[config.mk]
export PLATFORM = sky130hd
export DESIGN_NAME = single_wire_humidity_sensor_reader
export DESIGN_NICKNAME = d
export VERILOG_FILES = /design/src/swhs_pkg.sv /design/src/swhs_cfg.sv /design/src/swhs_core.sv /design/src/single_wire_humidity_sensor_reader.sv
export SDC_FILE = /design/constraint.sdc
export NUM_CORES = 1
export LEC_CHECK = 0
export BUFFER_PORTS_ARGS = -buffer_cell sky130_fd_sc_hd__buf_2
export CAP_MARGIN = 20
export CORE_MARGIN = 2
export CORE_UTILIZATION = 48
export CTS_CLUSTER_SIZE = 12
export DETAILED_ROUTE_END_ITERATION = 16
export GPL_ROUTABILITY_DRIVEN = 0
export PLACE_DENSITY = 0.68
export SYNTH_ARGS = -nofsm -noshare
export SYNTH_HDL_FRONTEND = slang
export SYNTH_SLANG_ARGS = --single-unit
export TNS_END_PERCENT = 50
[constraint.sdc]
create_clock -name i_clk -period 15.1 [get_ports i_clk]
set_input_delay 1.51 -clock i_clk [delete_from_list [all_inputs] [get_ports i_clk]]
set_output_delay 1.51 -clock i_clk [all_outputs]
set_load 0.01 [all_outputs]
[src/swhs_pkg.sv]
// Package for the single-wire humidity sensor reader.
// Holds the item types, configuration register map, phase codes and sizes.
// No dependencies.
`default_nettype none

package swhs_pkg;

    localparam int NUM_BYTES  = 5;
    localparam int DATA_W     = NUM_BYTES * 8;
    localparam int BIT_CNT_W  = $clog2(DATA_W + 1);
    localparam logic [BIT_CNT_W-1:0] BITS_TOTAL = BIT_CNT_W'(DATA_W);

    localparam int APB_ADDR_W = 4;
    localparam int APB_DATA_W = 32;
    localparam int REG_IDX_W  = 2;

    localparam logic [REG_IDX_W-1:0] REG_START_LOW_TICKS = 2'd0;
    localparam logic [REG_IDX_W-1:0] REG_RELEASE_TICKS   = 2'd1;
    localparam logic [REG_IDX_W-1:0] REG_ONE_THRESHOLD   = 2'd2;

    localparam logic [15:0] RST_START_LOW_TICKS = 16'd4000;
    localparam logic [7:0]  RST_RELEASE_TICKS   = 8'd80;
    localparam logic [7:0]  RST_ONE_THRESHOLD   = 8'd100;

    localparam logic OP_TICK  = 1'b0;
    localparam logic OP_START = 1'b1;

    typedef enum logic [7:0] {
        PH_IDLE      = 8'b0000_0001,
        PH_START_LOW = 8'b0000_0010,
        PH_RELEASE   = 8'b0000_0100,
        PH_RESP_A    = 8'b0000_1000,
        PH_RESP_B    = 8'b0001_0000,
        PH_RESP_C    = 8'b0010_0000,
        PH_BIT_LOW   = 8'b0100_0000,
        PH_BIT_HIGH  = 8'b1000_0000
    } t_phase;

    typedef struct packed {
        logic operation;
        logic line_level;
    } t_in_item;

    typedef struct packed {
        logic        drive_low;
        logic        busy_res;
        logic        done_res;
        logic [15:0] humidity;
        logic [15:0] temperature;
        logic        checksum_ok;
    } t_out_item;

    typedef struct packed {
        logic [15:0] start_low_ticks;
        logic [7:0]  release_ticks;
        logic [7:0]  one_threshold;
    } t_cfg;

endpackage

`default_nettype wire

[src/swhs_cfg.sv]
// Configuration register bank with an APB-style port.
// Uses swhs_pkg for the register map, reset values and the t_cfg bundle.
`default_nettype none

module swhs_cfg (
    input  wire logic                               i_clk,
    input  wire logic                               i_rst_n,
    input  wire logic                               psel,
    input  wire logic                               penable,
    input  wire logic                               pwrite,
    input  wire logic [swhs_pkg::APB_ADDR_W-1:0]    paddr,
    input  wire logic [swhs_pkg::APB_DATA_W-1:0]    pwdata,
    output logic      [swhs_pkg::APB_DATA_W-1:0]    prdata,
    output logic                                    pready,
    output swhs_pkg::t_cfg                          o_cfg
);

    swhs_pkg::t_cfg                         r_cfg;
    logic [swhs_pkg::REG_IDX_W-1:0]         reg_idx;
    logic                                   wr_en;

    assign reg_idx = paddr[swhs_pkg::APB_ADDR_W-1:2];
    assign wr_en   = psel && penable && pwrite;
    assign pready  = 1'b1;
    assign o_cfg   = r_cfg;

    always_ff @(posedge i_clk) begin
        if (!i_rst_n) begin
            r_cfg.start_low_ticks <= swhs_pkg::RST_START_LOW_TICKS;
            r_cfg.release_ticks   <= swhs_pkg::RST_RELEASE_TICKS;
            r_cfg.one_threshold   <= swhs_pkg::RST_ONE_THRESHOLD;
        end else if (wr_en) begin
            unique case (reg_idx)
                swhs_pkg::REG_START_LOW_TICKS: r_cfg.start_low_ticks <= pwdata[15:0];
                swhs_pkg::REG_RELEASE_TICKS:   r_cfg.release_ticks   <= pwdata[7:0];
                swhs_pkg::REG_ONE_THRESHOLD:   r_cfg.one_threshold   <= pwdata[7:0];
                default: ;
            endcase
        end
    end

    always_comb begin
        unique case (reg_idx)
            swhs_pkg::REG_START_LOW_TICKS: prdata = {16'd0, r_cfg.start_low_ticks};
            swhs_pkg::REG_RELEASE_TICKS:   prdata = {24'd0, r_cfg.release_ticks};
            swhs_pkg::REG_ONE_THRESHOLD:   prdata = {24'd0, r_cfg.one_threshold};
            default:                       prdata = '0;
        endcase
    end

endmodule

`default_nettype wire

[src/swhs_core.sv]
// Read sequencer: phase state, tick and pulse timers, bit shifter and result decode.
// Advances by one item whenever enabled. Uses swhs_pkg.
`default_nettype none

module swhs_core (
    input  wire logic                i_clk,
    input  wire logic                i_rst_n,
    input  wire logic                i_enable,
    input  wire swhs_pkg::t_in_item  i_item,
    input  wire swhs_pkg::t_cfg      i_cfg,
    output swhs_pkg::t_out_item      o_result
);

    swhs_pkg::t_phase                   r_phase, n_phase;
    logic [15:0]                        r_tick_count, n_tick_count;
    logic [7:0]                         r_high_time, n_high_time;
    logic [swhs_pkg::BIT_CNT_W-1:0]     r_bit_count, n_bit_count;
    logic [swhs_pkg::DATA_W-1:0]        r_shift_data, n_shift_data;

    logic        done;
    logic        bit_val;
    logic [15:0] tick_inc;
    logic [7:0]  b0, b1, b2, b3, b4;
    logic [9:0]  byte_sum;

    assign tick_inc = r_tick_count + 16'd1;
    assign bit_val  = r_high_time > i_cfg.one_threshold;

    always_comb begin
        n_phase      = r_phase;
        n_tick_count = r_tick_count;
        n_high_time  = r_high_time;
        n_bit_count  = r_bit_count;
        n_shift_data = r_shift_data;
        done         = 1'b0;
        if (i_item.operation == swhs_pkg::OP_START) begin
            n_phase      = swhs_pkg::PH_START_LOW;
            n_tick_count = '0;
            n_high_time  = '0;
            n_bit_count  = '0;
            n_shift_data = '0;
        end else begin
            unique case (r_phase)
                swhs_pkg::PH_IDLE: ;
                swhs_pkg::PH_START_LOW: begin
                    n_tick_count = tick_inc;
                    if (tick_inc >= i_cfg.start_low_ticks) begin
                        n_phase      = swhs_pkg::PH_RELEASE;
                        n_tick_count = '0;
                    end
                end
                swhs_pkg::PH_RELEASE: begin
                    n_tick_count = tick_inc;
                    if (tick_inc >= {8'd0, i_cfg.release_ticks}) begin
                        n_phase      = swhs_pkg::PH_RESP_A;
                        n_tick_count = '0;
                    end
                end
                swhs_pkg::PH_RESP_A: begin
                    if (!i_item.line_level) n_phase = swhs_pkg::PH_RESP_B;
                end
                swhs_pkg::PH_RESP_B: begin
                    if (i_item.line_level) n_phase = swhs_pkg::PH_RESP_C;
                end
                swhs_pkg::PH_RESP_C: begin
                    if (!i_item.line_level) n_phase = swhs_pkg::PH_BIT_LOW;
                end
                swhs_pkg::PH_BIT_LOW: begin
                    if (i_item.line_level) begin
                        n_high_time = '0;
                        n_phase     = swhs_pkg::PH_BIT_HIGH;
                    end
                end
                swhs_pkg::PH_BIT_HIGH: begin
                    if (i_item.line_level) begin
                        if (r_high_time != 8'hFF) n_high_time = r_high_time + 8'd1;
                    end else begin
                        n_shift_data = {r_shift_data[swhs_pkg::DATA_W-2:0], bit_val};
                        n_bit_count  = r_bit_count + 1'b1;
                        if (n_bit_count >= swhs_pkg::BITS_TOTAL) begin
                            done    = 1'b1;
                            n_phase = swhs_pkg::PH_IDLE;
                        end else begin
                            n_phase = swhs_pkg::PH_BIT_LOW;
                        end
                    end
                end
                default: n_phase = swhs_pkg::PH_IDLE;
            endcase
        end
    end

    assign b0       = n_shift_data[39:32];
    assign b1       = n_shift_data[31:24];
    assign b2       = n_shift_data[23:16];
    assign b3       = n_shift_data[15:8];
    assign b4       = n_shift_data[7:0];
    assign byte_sum = {2'b00, b0} + {2'b00, b1} + {2'b00, b2} + {2'b00, b3};

    always_comb begin
        o_result.drive_low   = n_phase == swhs_pkg::PH_START_LOW;
        o_result.busy_res    = n_phase != swhs_pkg::PH_IDLE;
        o_result.done_res    = done;
        o_result.humidity    = done ? {b0, b1} : 16'd0;
        o_result.temperature = done ? {b2, b3} : 16'd0;
        o_result.checksum_ok = done && (byte_sum[7:0] == b4);
    end

    always_ff @(posedge i_clk) begin
        if (!i_rst_n) begin
            r_phase      <= swhs_pkg::PH_IDLE;
            r_tick_count <= '0;
            r_high_time  <= '0;
            r_bit_count  <= '0;
            r_shift_data <= '0;
        end else if (i_enable) begin
            r_phase      <= n_phase;
            r_tick_count <= n_tick_count;
            r_high_time  <= n_high_time;
            r_bit_count  <= n_bit_count;
            r_shift_data <= n_shift_data;
        end
    end

endmodule

`default_nettype wire

[src/single_wire_humidity_sensor_reader.sv]
// Top level of the single-wire humidity and temperature sensor reader.
// Instantiates swhs_cfg and swhs_core; uses swhs_pkg for types and codes.
// One item is taken every clock cycle while results are taken: the item is registered, the
// phase update is computed from it, and the result is captured in an output register. A
// result that is not taken holds the input register and so stalls the input. Each item is
// either one sampling tick of the data line or a start command, and yields exactly one
// result that shows whether the line is being pulled low, whether a read is in progress and,
// on the tick that completes the fortieth bit, the humidity, temperature and checksum status.
// There is no timeout: a sensor that never answers leaves the block busy until the next start.
`default_nettype none

module single_wire_humidity_sensor_reader (
    input  wire logic                               i_clk,
    input  wire logic                               i_rst_n,
    input  wire logic                               i_in_valid,
    output logic                                    o_in_ready,
    input  wire swhs_pkg::t_in_item                 i_in_item,
    output logic                                    o_out_valid,
    input  wire logic                               i_out_ready,
    output swhs_pkg::t_out_item                     o_out_item,
    input  wire logic                               psel,
    input  wire logic                               penable,
    input  wire logic                               pwrite,
    input  wire logic [swhs_pkg::APB_ADDR_W-1:0]    paddr,
    input  wire logic [swhs_pkg::APB_DATA_W-1:0]    pwdata,
    output logic      [swhs_pkg::APB_DATA_W-1:0]    prdata,
    output logic                                    pready
);

    swhs_pkg::t_cfg         cfg;
    swhs_pkg::t_out_item    result;
    logic                   advance;

    logic                   r_in_valid;
    swhs_pkg::t_in_item     r_in_item;
    logic                   r_out_valid;
    swhs_pkg::t_out_item    r_out_item;

    swhs_cfg u_cfg (
        .i_clk   (i_clk),
        .i_rst_n (i_rst_n),
        .psel    (psel),
        .penable (penable),
        .pwrite  (pwrite),
        .paddr   (paddr),
        .pwdata  (pwdata),
        .prdata  (prdata),
        .pready  (pready),
        .o_cfg   (cfg)
    );

    swhs_core u_core (
        .i_clk    (i_clk),
        .i_rst_n  (i_rst_n),
        .i_enable (advance),
        .i_item   (r_in_item),
        .i_cfg    (cfg),
        .o_result (result)
    );

    assign advance     = r_in_valid && (!r_out_valid || i_out_ready);
    assign o_in_ready  = !r_in_valid || advance;
    assign o_out_valid = r_out_valid;
    assign o_out_item  = r_out_item;

    always_ff @(posedge i_clk) begin
        if (!i_rst_n) begin
            r_in_valid <= 1'b0;
        end else if (o_in_ready) begin
            r_in_valid <= i_in_valid;
        end
    end

    always_ff @(posedge i_clk) begin
        if (o_in_ready && i_in_valid) begin
            r_in_item <= i_in_item;
        end
    end

    always_ff @(posedge i_clk) begin
        if (!i_rst_n) begin
            r_out_valid <= 1'b0;
        end else if (advance) begin
            r_out_valid <= 1'b1;
        end else if (i_out_ready) begin
            r_out_valid <= 1'b0;
        end
    end

    always_ff @(posedge i_clk) begin
        if (advance) begin
            r_out_item <= result;
        end
    end

    a_drive_implies_busy: assert property (
        @(posedge i_clk) disable iff (!i_rst_n)
        o_out_valid && o_out_item.drive_low |-> o_out_item.busy_res
    ) else $error("Line driven low on a result that is not busy.");

    a_done_not_busy: assert property (
        @(posedge i_clk) disable iff (!i_rst_n)
        o_out_valid && o_out_item.done_res |-> !o_out_item.busy_res && !o_out_item.drive_low
    ) else $error("Completed read still reports busy.");

    a_data_only_on_done: assert property (
        @(posedge i_clk) disable iff (!i_rst_n)
        o_out_valid && !o_out_item.done_res |->
            o_out_item.humidity == 16'd0 && o_out_item.temperature == 16'd0 &&
            !o_out_item.checksum_ok
    ) else $error("Read data shown on a result that is not done.");

    a_stalled_item_kept: assert property (
        @(posedge i_clk) disable iff (!i_rst_n)
        r_in_valid && !advance |=> r_in_valid && $stable(r_in_item)
    ) else $error("Registered item lost while the result register was full.");

endmodule

`default_nettype wire
Yosys cells after proc, flatten, opt, wreduce, memory -nomap -nowiden --
Cells that the tools add are included. W data, S select, Z words.
Word-level totals: word-level logic and storage cells 98, bits in registers 150
Operators by class: $add $sub $neg 6, equality and inequality tests 18, reductions and logical operators 20, $lt $le $gt $ge 4, multiplexer cells 32
Operators by type and width (number):
- $mux W40 | 3
- $mux W8 | 12
- $pmux W8 S8 | 1
- $mux W16 | 3
- $pmux W16 S3 | 1
- $pmux W16 S2 | 1
- $add A8 B8 Y8 | 3
- $mux W6 | 3
- $add A16 B1 Y16 const B | 1
- $eq A8 B2 Y1 const B | 2
- $ge A16 B16 Y1 | 1
- $ge A16 B8 Y1 | 1
- $pmux W8 S2 | 1
- $add A8 B1 Y8 const B | 1
- $eq A8 B1 Y1 const B | 1
- $eq A8 B3 Y1 const B | 1
- $eq A8 B4 Y1 const B | 1
- $eq A8 B5 Y1 const B | 1
- $eq A8 B6 Y1 const B | 1
- $eq A8 B7 Y1 const B | 1
- $eq A8 B8 Y1 | 1
- $eq A8 B8 Y1 const B | 1
- $gt A8 B8 Y1 | 1
- $ne A8 B1 Y1 const B | 1
- other kinds (19) | 36

Longest topological paths before layout --
Gate-level depths: netlist of the first run.
depth in word-level cells 9, gate-level depth with buffers 20, depth with buffers taken out 17

By module --
A second synthesis of the first run with hierarchy kept.
Second synthesis, totals: cell total of the unflattened synthesis 1039, area total of the unflattened synthesis 9296.4 µm²
By module, submodules not included:
- swhs_core | instances 1, area an instance 6403.6 µm², cells an instance 800
- swhs_cfg | instances 1, area an instance 1647.8 µm², cells an instance 192
- single_wire_humidity_sensor_reader | instances 1, area an instance 1244.9 µm², cells an instance 47

Worst setup path before layout of the first run --
No wires, ideal clock.
kind flip-flop to flip-flop, start reg u_core.r_phase[1], end reg r_out_item, in the netlist o_out_item[0], data pin, data arrival time 4.805 ns, stages on the path, launching flop included 17, setup time 0.176 ns, buffers on the path 1, slack 10.119 ns, period minus slack after synthesis 4.981 ns, required time 14.924 ns, path through dfxtp_1 > or4_4 > nor4_2 > clkbuf_1 > nand2_1 > a21o_1 > fa_1 > inv_1 > fa_1 > ha_1 > a21o_1 > a21oi_1 > o21ai_0 > a21oi_1 > xnor3_1 > or4_1 > nor4_1
RTL lines:
- start: declaration | line swhs_core.sv:14 | swhs_pkg::t_phase r_phase, n_phase;
- start signal: assignment | line swhs_core.sv:111 | r_phase <= swhs_pkg::PH_IDLE;
- start signal: assignment | line swhs_core.sv:117 | r_phase <= n_phase;
- end signal: assignment | line single_wire_humidity_sensor_reader.sv:92 | r_out_item <= result;
- end: declaration | line single_wire_humidity_sensor_reader.sv:37 | swhs_pkg::t_out_item r_out_item;

==> summary.md, run 1 <==
| Metric | Value |
|---|---|
| Post-DP HPWL | 13.5 mm |
| Worst-case hold path end point | u_cfg.o_cfg[31]$_SDFFE_PN0P_ |
| Sequential element share of the synthesized area | 39.3% |
| Total negative setup slack | 0 ns |
| Crit-path max FO | 35 |
| Status | complete, no violations |
| Antenna fix cells | 0 |
| H-tree depth | 4 |
| Hold crit path type | flip-flop to flip-flop |
| Total number of vias | 7129 |
| Clock sinks | 150 |
| Vias in the first global route | 6230 |
| Reg-to-reg slack, setup | 9.69 ns |
| CTS tree | yes |
| Critical path type | flip-flop to flip-flop |
| Final Hold Vio Count | 0 |
| Post-CTS sizing | 0 |
| Worst-path clk slew | 0.07 ns |
| Min-delay src | u_cfg.o_cfg[31]$_SDFFE_PN0P_ |
| Synth warn | 0 |
| DR WL/cell | 14.9 um |
| Crit path DAT | 5.62 ns |
| Pleak | 3.97 nW |
| R2R cell count | 16 |
| Die Footprint | 19000 um2 |
| R2r endpoint | o_out_item[0]$_DFFE_PP_ |
| Hold-fix buffers at CTS | 0 |
| Share of cells above drive strength 1 | 13.2% |
| Synth unique cells | 60 |
| Post-synthesis async set-or-reset flop share | 0% |
| Global-route wire length before repair | 32.0 mm |
| RSZ-0062 raised after global routing | false |
| Yosys reg bits | 150 |
| Global Route Usage Sum | 21.3% |
| # DRC | 0 |
| Nets | 1168 |
| Tot Pwr | 0.000937 W |
| Core area | 17400 um2 |
| GR Overflow Total | 0 |
| Top_reg_cell synth | dfxtp_1 |
| Power per Cell Area | 95.9 nW/um2 |
| Post-route cell area | 9780 um2 |
| Port bufs | 80 |
| Routed wire length | 19.4 mm |
| Initial core utilization | 49.4% |
| Syn Inst Count | 1009 |
| Post-synth EDFFs | 38 |
| Overall die width | 138 um |
| Initial antenna violation count | 0 |
| Clock Tree Buf Depth | 2 |
| Initial drt markers | 765 |
| Fmax | 185 MHz |
| Num CTS Buffers | 17 |
| Worst R2R Start | u_core.r_phase[1]$_SDFFE_PN0P_ |
| Drt pass-1 iters | 5 |
| Mapped Area | 8600 um2 |
| Min cycle time layout | 5.41 ns |
| DP Cell Count | 1269 |
| Largest net degree at the start of global routing | 73 |
| Post-DRT Antenna Nets | 0 |
| Fillers | 1602 |
| Worst skew pair latency | 0.44 ns |
| Worst rel slew slack | 37.8% |
| Final std cells w/o fill | 1304 |
| Final worst-path cycle share | 35.9% |
| Row count | 48 |
| Peak VDD IR | 0.0866 mV |
| Tightest Pin Transition | 0.909 ns |
| Hold Path Depth | 2 |
| WP data required | 15.30 ns |
| Max_cap viols | 0 |
| Synthesized area per cell | 8.52 um2 |
| Clk_skew | 0.00945 ns |
| Setup bufs post-CTS | 0 |
| Startpoint type of the worst setup path | flip-flop |
| Die Ht | 138 um |
| Synth-to-Final Area Change | 13.7% |
| Slew Viols, Final | 0 |
| Crit end category | flip-flop |
| Dpl cell area | 9110 um2 |
| Root buf cell | clkbuf_16 |
| Via density | 5.47 |
| Number of setup violations in the final report | 0 |
| IO Pins | 116 |
## report_power, final
| part | leakage (nW) | switching (W) | internal, W |
|---|---|---|---|
| registers | 1.24 | 0.00000353 | 0.000419 |
| logic | 2.42 | 0.0000353 | 0.0000154 |
| clock network | 0.310 | 0.000183 | 0.000282 |
## sequential cells by signal, indices dropped and copies added (netlist names)
register and flops:
o_out_valid 1, u_core.r_bit_count 6, u_cfg.o_cfg 32, o_out_item 36
u_core.r_phase 8, r_in_item 2, r_in_valid 1, u_core.r_high_time 8
u_core.r_shift_data 40, u_core.r_tick_count 16
## routing by layer
layer	vias to the layer above	global-route usage, %	part of all wire [%]
li1	3586	-	-
met1	3335	32.8	50
met2	190	30.1	43
met3	18	4.42	5.1
met4	0	5.44	1.1
met5	-	0	0
## cell families after synthesis
kind of cell | synth area share, %
AND/OR/NAND/NOR | 21.2
AO/OA/AOI/OAI | 15.2
flip-flops | 39.3
buffers and inverters | 6.69
adder cells (fa/ha/maj) | 9.51
XOR/XNOR | 4.54
multiplexers | 3.38
other | 0.0873
## worst max path at each step
stage	startpoint	endpoint	slack (ns)	depth (start not counted)
finish	u_core.r_phase[1]$_SDFFE_PN0P_	o_out_item[0]$_DFFE_PP_	9.69	16
global route	u_core.r_phase[1]$_SDFFE_PN0P_	o_out_item[0]$_DFFE_PP_	9.40	16
CTS	u_core.r_phase[1]$_SDFFE_PN0P_	o_out_item[0]$_DFFE_PP_	9.68	16
detailed placement	u_core.r_phase[1]$_SDFFE_PN0P_	o_out_item[0]$_DFFE_PP_	9.75	16
global placement	u_core.r_phase[1]$_SDFFE_PN0P_	o_out_item[0]$_DFFE_PP_	9.67	16
floorplan	u_core.r_phase[1]$_SDFFE_PN0P_	o_out_item[0]$_DFFE_PP_	10.12	16
## synthesized netlist by cell type (all sizes together), types with 2 or more instances
cell,count,area share [%]
fa,14,3.3
nand2b,7,0.51
nor3b,4,0.35
inv,62,2.7
clkbuf,49,2.1
mux2i,29,3.4
or4,4,0.39
o2111ai,2,0.20
a31oi,7,0.51
dfxtp,112,26
o211ai,12,1.0
o31ai,3,0.26
nand3b,4,0.35
nor3,33,1.9
or2,6,0.44
and3,6,0.44
a22oi,16,1.4
buf,23,1.8
xor2,16,1.6
nand2,119,5.2
edfxtp,38,13
nor2b,6,0.44
ha,43,6.3
a211oi,5,0.49
a31o,2,0.20
a311oi,3,0.31
nand4,19,1.4
nor4,7,0.58
or3,4,0.29
a21o,26,2.3
conb,2,0.087
a21oi,72,4.2
o21a,2,0.17
a2111oi,2,0.20
nor2,114,5.0
and2,38,2.8
xnor2,26,2.6
o21ai,33,1.9
o22ai,4,0.29
nand3,13,0.76
a32o,9,1.0
## layout by cell type (no fill, tap or decap), types with 26 or more instances in the layout
master	synthesis	layout
inv_1	61	61
nor2_1	114	114
buf_2	1	81
xnor2_1	26	26
edfxtp_1	38	38
mux2i_1	29	29
a21oi_1	72	72
and2_1	38	38
ha_1	43	43
nand2_1	119	119
dfxtp_1	112	112
a21o_1	26	26
o21ai_0	33	33
nor3_1	33	32
## critical path: stages, from the launching register on
cell and delay, ns:
dfxtp_1 0.39, or4_4 0.61, or4_1 0.55, buf_4 0.29
nand2_1 0.12, a21o_1 0.17, fa_1 0.43, inv_1 0.09
fa_1 0.43, ha_1 0.30, a21o_1 0.17, a21oi_1 0.24
o21ai_0 0.12, a21oi_1 0.19, xnor3_1 0.31, or4_1 0.39
nor4_1 0.37
## metrics by stage
| step | setup WS [ns] | utilization, % | hold slack [ns] |
|---|---|---|---|
| finish | 9.69 | 56.1 | 0.458 |
| global route | 9.40 | 56.1 | 0.489 |
| CTS | 9.68 | 56.0 | 0.459 |
| detailed placement | 9.75 | 52.3 | 0.450 |
| global placement | 9.67 | 52.3 | 0.443 |
| floorplan | 10.12 | - | 0.436 |
## layout make-up
type	instances	area [um2]	area share (%)
Multi-Input combinational cell	739	4720	48.3
Timing Repair Buffer	95	514	5.26
Tap cell	225	282	2.88
Clock inverter	14	211	2.16
Sequential cell	150	3380	34.6
Clock buffer	18	429	4.39
Inverter	63	236	2.42
(Power assumes the default switching activity.)
==> inputs of run 2 (changes only) <==
PLACE_DENSITY = 0.71   (was 0.68)
clock period = 4.9 ns   (was 15.1 ns; I/O delays follow)
==> run 2 against run 1 <==
  * Core utilization is 1.1 points higher
  * Final area is 1.9% higher
  * Power grew to 3.0 times the previous value
==> summary.md, run 2 (synthesis gave the netlist of run 1 again) <==
| Metric | Value |
|---|---|
| Hold-fix buffers at CTS | 0 (unchanged) |
| Most frequent cells in the layout | nand2_1, nor2_1, dfxtp_1 (unchanged) |
| H-tree depth | 4 (unchanged) |
| Number of setup violations in the final report | 0 (unchanged) |
| Power per Cell Area | 282 nW/um2 (was 95.9 nW/um2) |
| Min cycle time layout | 4.78 ns (was 5.41 ns) |
| CP max-delay cell | or4_4 (unchanged) |
| Hold crit path type | primary input to flip-flop (was flip-flop to flip-flop) |
| Clock sinks | 150 (unchanged) |
| Pleak | 4.06 nW (was 3.97 nW) |
| Row count | 48 (unchanged) |
| Critical Path, Cell by Cell | or4_4 > or4_4 > buf_12 > nand2_1 > a21o_1 > fa_1 > inv_2 > fa_1 > ha_1 > a21o_1 > a21oi_2 > buf_4 > buf_4 > xnor2_1 > nand4_1 > or4_4 > nor4_4 (was or4_4 > or4_1 > buf_4 > nand2_1 > a21o_1 > fa_1 > inv_1 > fa_1 > ha_1 > a21o_1 > a21oi_1 > o21ai_0 > a21oi_1 > xnor3_1 > or4_1 > nor4_1) |
| Drt pass-1 iters | 6 (was 5) |
| IO Pins | 116 (unchanged) |
| Final worst-path cycle share | 97.6% (was 35.9%) |
| Crit-path max FO | 17 (was 35) |
| Overall die width | 138 um (unchanged) |
| Initial core utilization | 49.4% (unchanged) |
| Pre-CTS setup slack | -0.125 ns (was 9.75 ns) |
| Worst rel slew slack | 48.9% (was 37.8%) |
| Dpl cell area | 9260 um2 (was 9110 um2) |
| Status | complete, no violations (unchanged) |
| Critical path type | flip-flop to flip-flop (unchanged) |
| Antenna fix cells | 0 (unchanged) |
| DR WL/cell | 15.5 um (was 14.9 um) |
| Crit path DAT | 5.04 ns (was 5.62 ns) |
| GR Overflow Total | 0 (unchanged) |
| Global-route wire length before repair | 33.6 mm (was 32.0 mm) |
| Max_cap viols | 0 (unchanged) |
| # DRC | 0 (unchanged) |
| Worst-path clk slew | 0.06 ns (was 0.07 ns) |
| Top cell family by delay on the critical path | simple AND/OR/NAND/NOR gates (unchanged) |
| Vias in the first global route | 6787 (was 6230) |
| Worst Path Buf+Inv | 4 (was 2) |
| Share of cells above drive strength 1 | 15.5% (was 13.2%) |
| Crit end category | flip-flop (unchanged) |
| Num CTS Buffers | 17 (unchanged) |
| Most flops, register | u_core.r_shift_data (unchanged) |
| Clock Tree Buf Depth | 2 (unchanged) |
| Post-DRT Antenna Nets | 0 (unchanged) |
| Post-DP HPWL | 14.6 mm (was 13.5 mm) |
| Nets | 1187 (was 1168) |
| Tot Pwr | 0.00281 W (was 0.000937 W) |
| Clk_skew | 0.00843 ns (was 0.00945 ns) |
| Routed wire length | 20.5 mm (was 19.4 mm) |
| Port bufs | 80 (unchanged) |
| Largest net degree at the start of global routing | 69 (was 73) |
| CTS tree | yes (unchanged) |
| Post-route cell area | 9970 um2 (was 9780 um2) |
| Initial drt markers | 576 (was 765) |
| Total negative setup slack | 0 ns (unchanged) |
| Final Hold Vio Count | 0 (unchanged) |
| Total number of vias | 7265 (was 7129) |
| Initial antenna violation count | 0 (unchanged) |
| Worst skew pair latency | 0.43 ns (was 0.44 ns) |
| Slowest cell delay on critical path | 0.58 ns (was 0.61 ns) |
| WP data required | 5.16 ns (was 15.30 ns) |
| Via density | 5.49 (was 5.47) |
| Synth-to-Final Area Change | 15.9% (was 13.7%) |
| Core area | 17400 um2 (unchanged) |
| Slew Viols, Final | 0 (unchanged) |
| Max reg flops | 40 (unchanged) |
| Most common cell after layout, fill and taps aside | nand2_1 (unchanged) |
| Final WS setup | 0.118 ns (was 9.69 ns) |
| Fmax | 209 MHz (was 185 MHz) |
| Die Ht | 138 um (unchanged) |
| Die Footprint | 19000 um2 (unchanged) |
| Peak VDD IR | 0.281 mV (was 0.0866 mV) |
| Tightest Pin Transition | 0.747 ns (was 0.909 ns) |
| Global Route Usage Sum | 22.6% (was 21.3%) |
| Root buf cell | clkbuf_16 (unchanged) |
| Startpoint type of the worst setup path | flip-flop (unchanged) |
| CP most frequent cell | or4_4 |
-- run 2: cell types whose count changed in the layout (fill, tap and decap cells not counted), sizes merged --
cell / change
bufinv: -1
inv: -3
clkbuf: +1
buf: +19
clkinv: +3
-- run 2: power breakdown --
part	internal, W	leakage (nW)	switching [W]
clock	0.000809	0.294	0.000535
sequential	0.00129	1.24	0.0000111
combinational	0.0000507	2.52	0.000113
-- run 2: cell type report --
cell class | instances | area (um2)
well taps | 225 | 282
inverters | 63 | 236
flip-flops and latches | 150 | 3380
fillers | 1613 | 7450
multi-input cells | 739 | 4780
clock buffers | 19 | 433
clock inverters | 13 | 171
repair buffers | 114 | 681
-- run 2: layer usage --
metal	track usage (%)	part of all wire, %
met1	32.4	49
met2	34.5	45
met3	3.87	4.6
met4	7.43	1.5
met5	0	0
-- run 2: final timing paths --
check                                                    start                      endpoint  slack, ns  cells after the start
worst max-delay path            u_core.r_phase[4]$_SDFFE_PN0P_       o_out_item[0]$_DFFE_PP_       0.12                     17
worst min-delay path                              i_in_item[0]        r_in_item[0]$_DFFE_PP_       0.24                      1
worst max register to register  u_core.r_phase[4]$_SDFFE_PN0P_       o_out_item[0]$_DFFE_PP_       0.12                     17
worst min register to register    u_cfg.o_cfg[31]$_SDFFE_PN0P_  u_cfg.o_cfg[31]$_SDFFE_PN0P_       0.45                      2
-- run 2: metrics by stage --
| step | instances | hold slack [ns] | utilization (%) |
|---|---|---|---|
| after global routing | 1323 | 0.225 | 57.2 |
| final | 1323 | 0.236 | 57.2 |
| after detailed placement | 1287 | 0.448 | 53.1 |
| after CTS | 1319 | 0.225 | 56.7 |
| after floorplan | 1024 | 0.436 | - |
| after global placement | 1285 | 0.443 | 53.0 |
-- run 2: repair_timing --
action / CTS / global route
setup endpoints to repair: 1 / 1
cloned: 0 / 0
setup buffers: 0 / 3
pin swaps: 2 / 12
gates resized for setup: 3 / 15
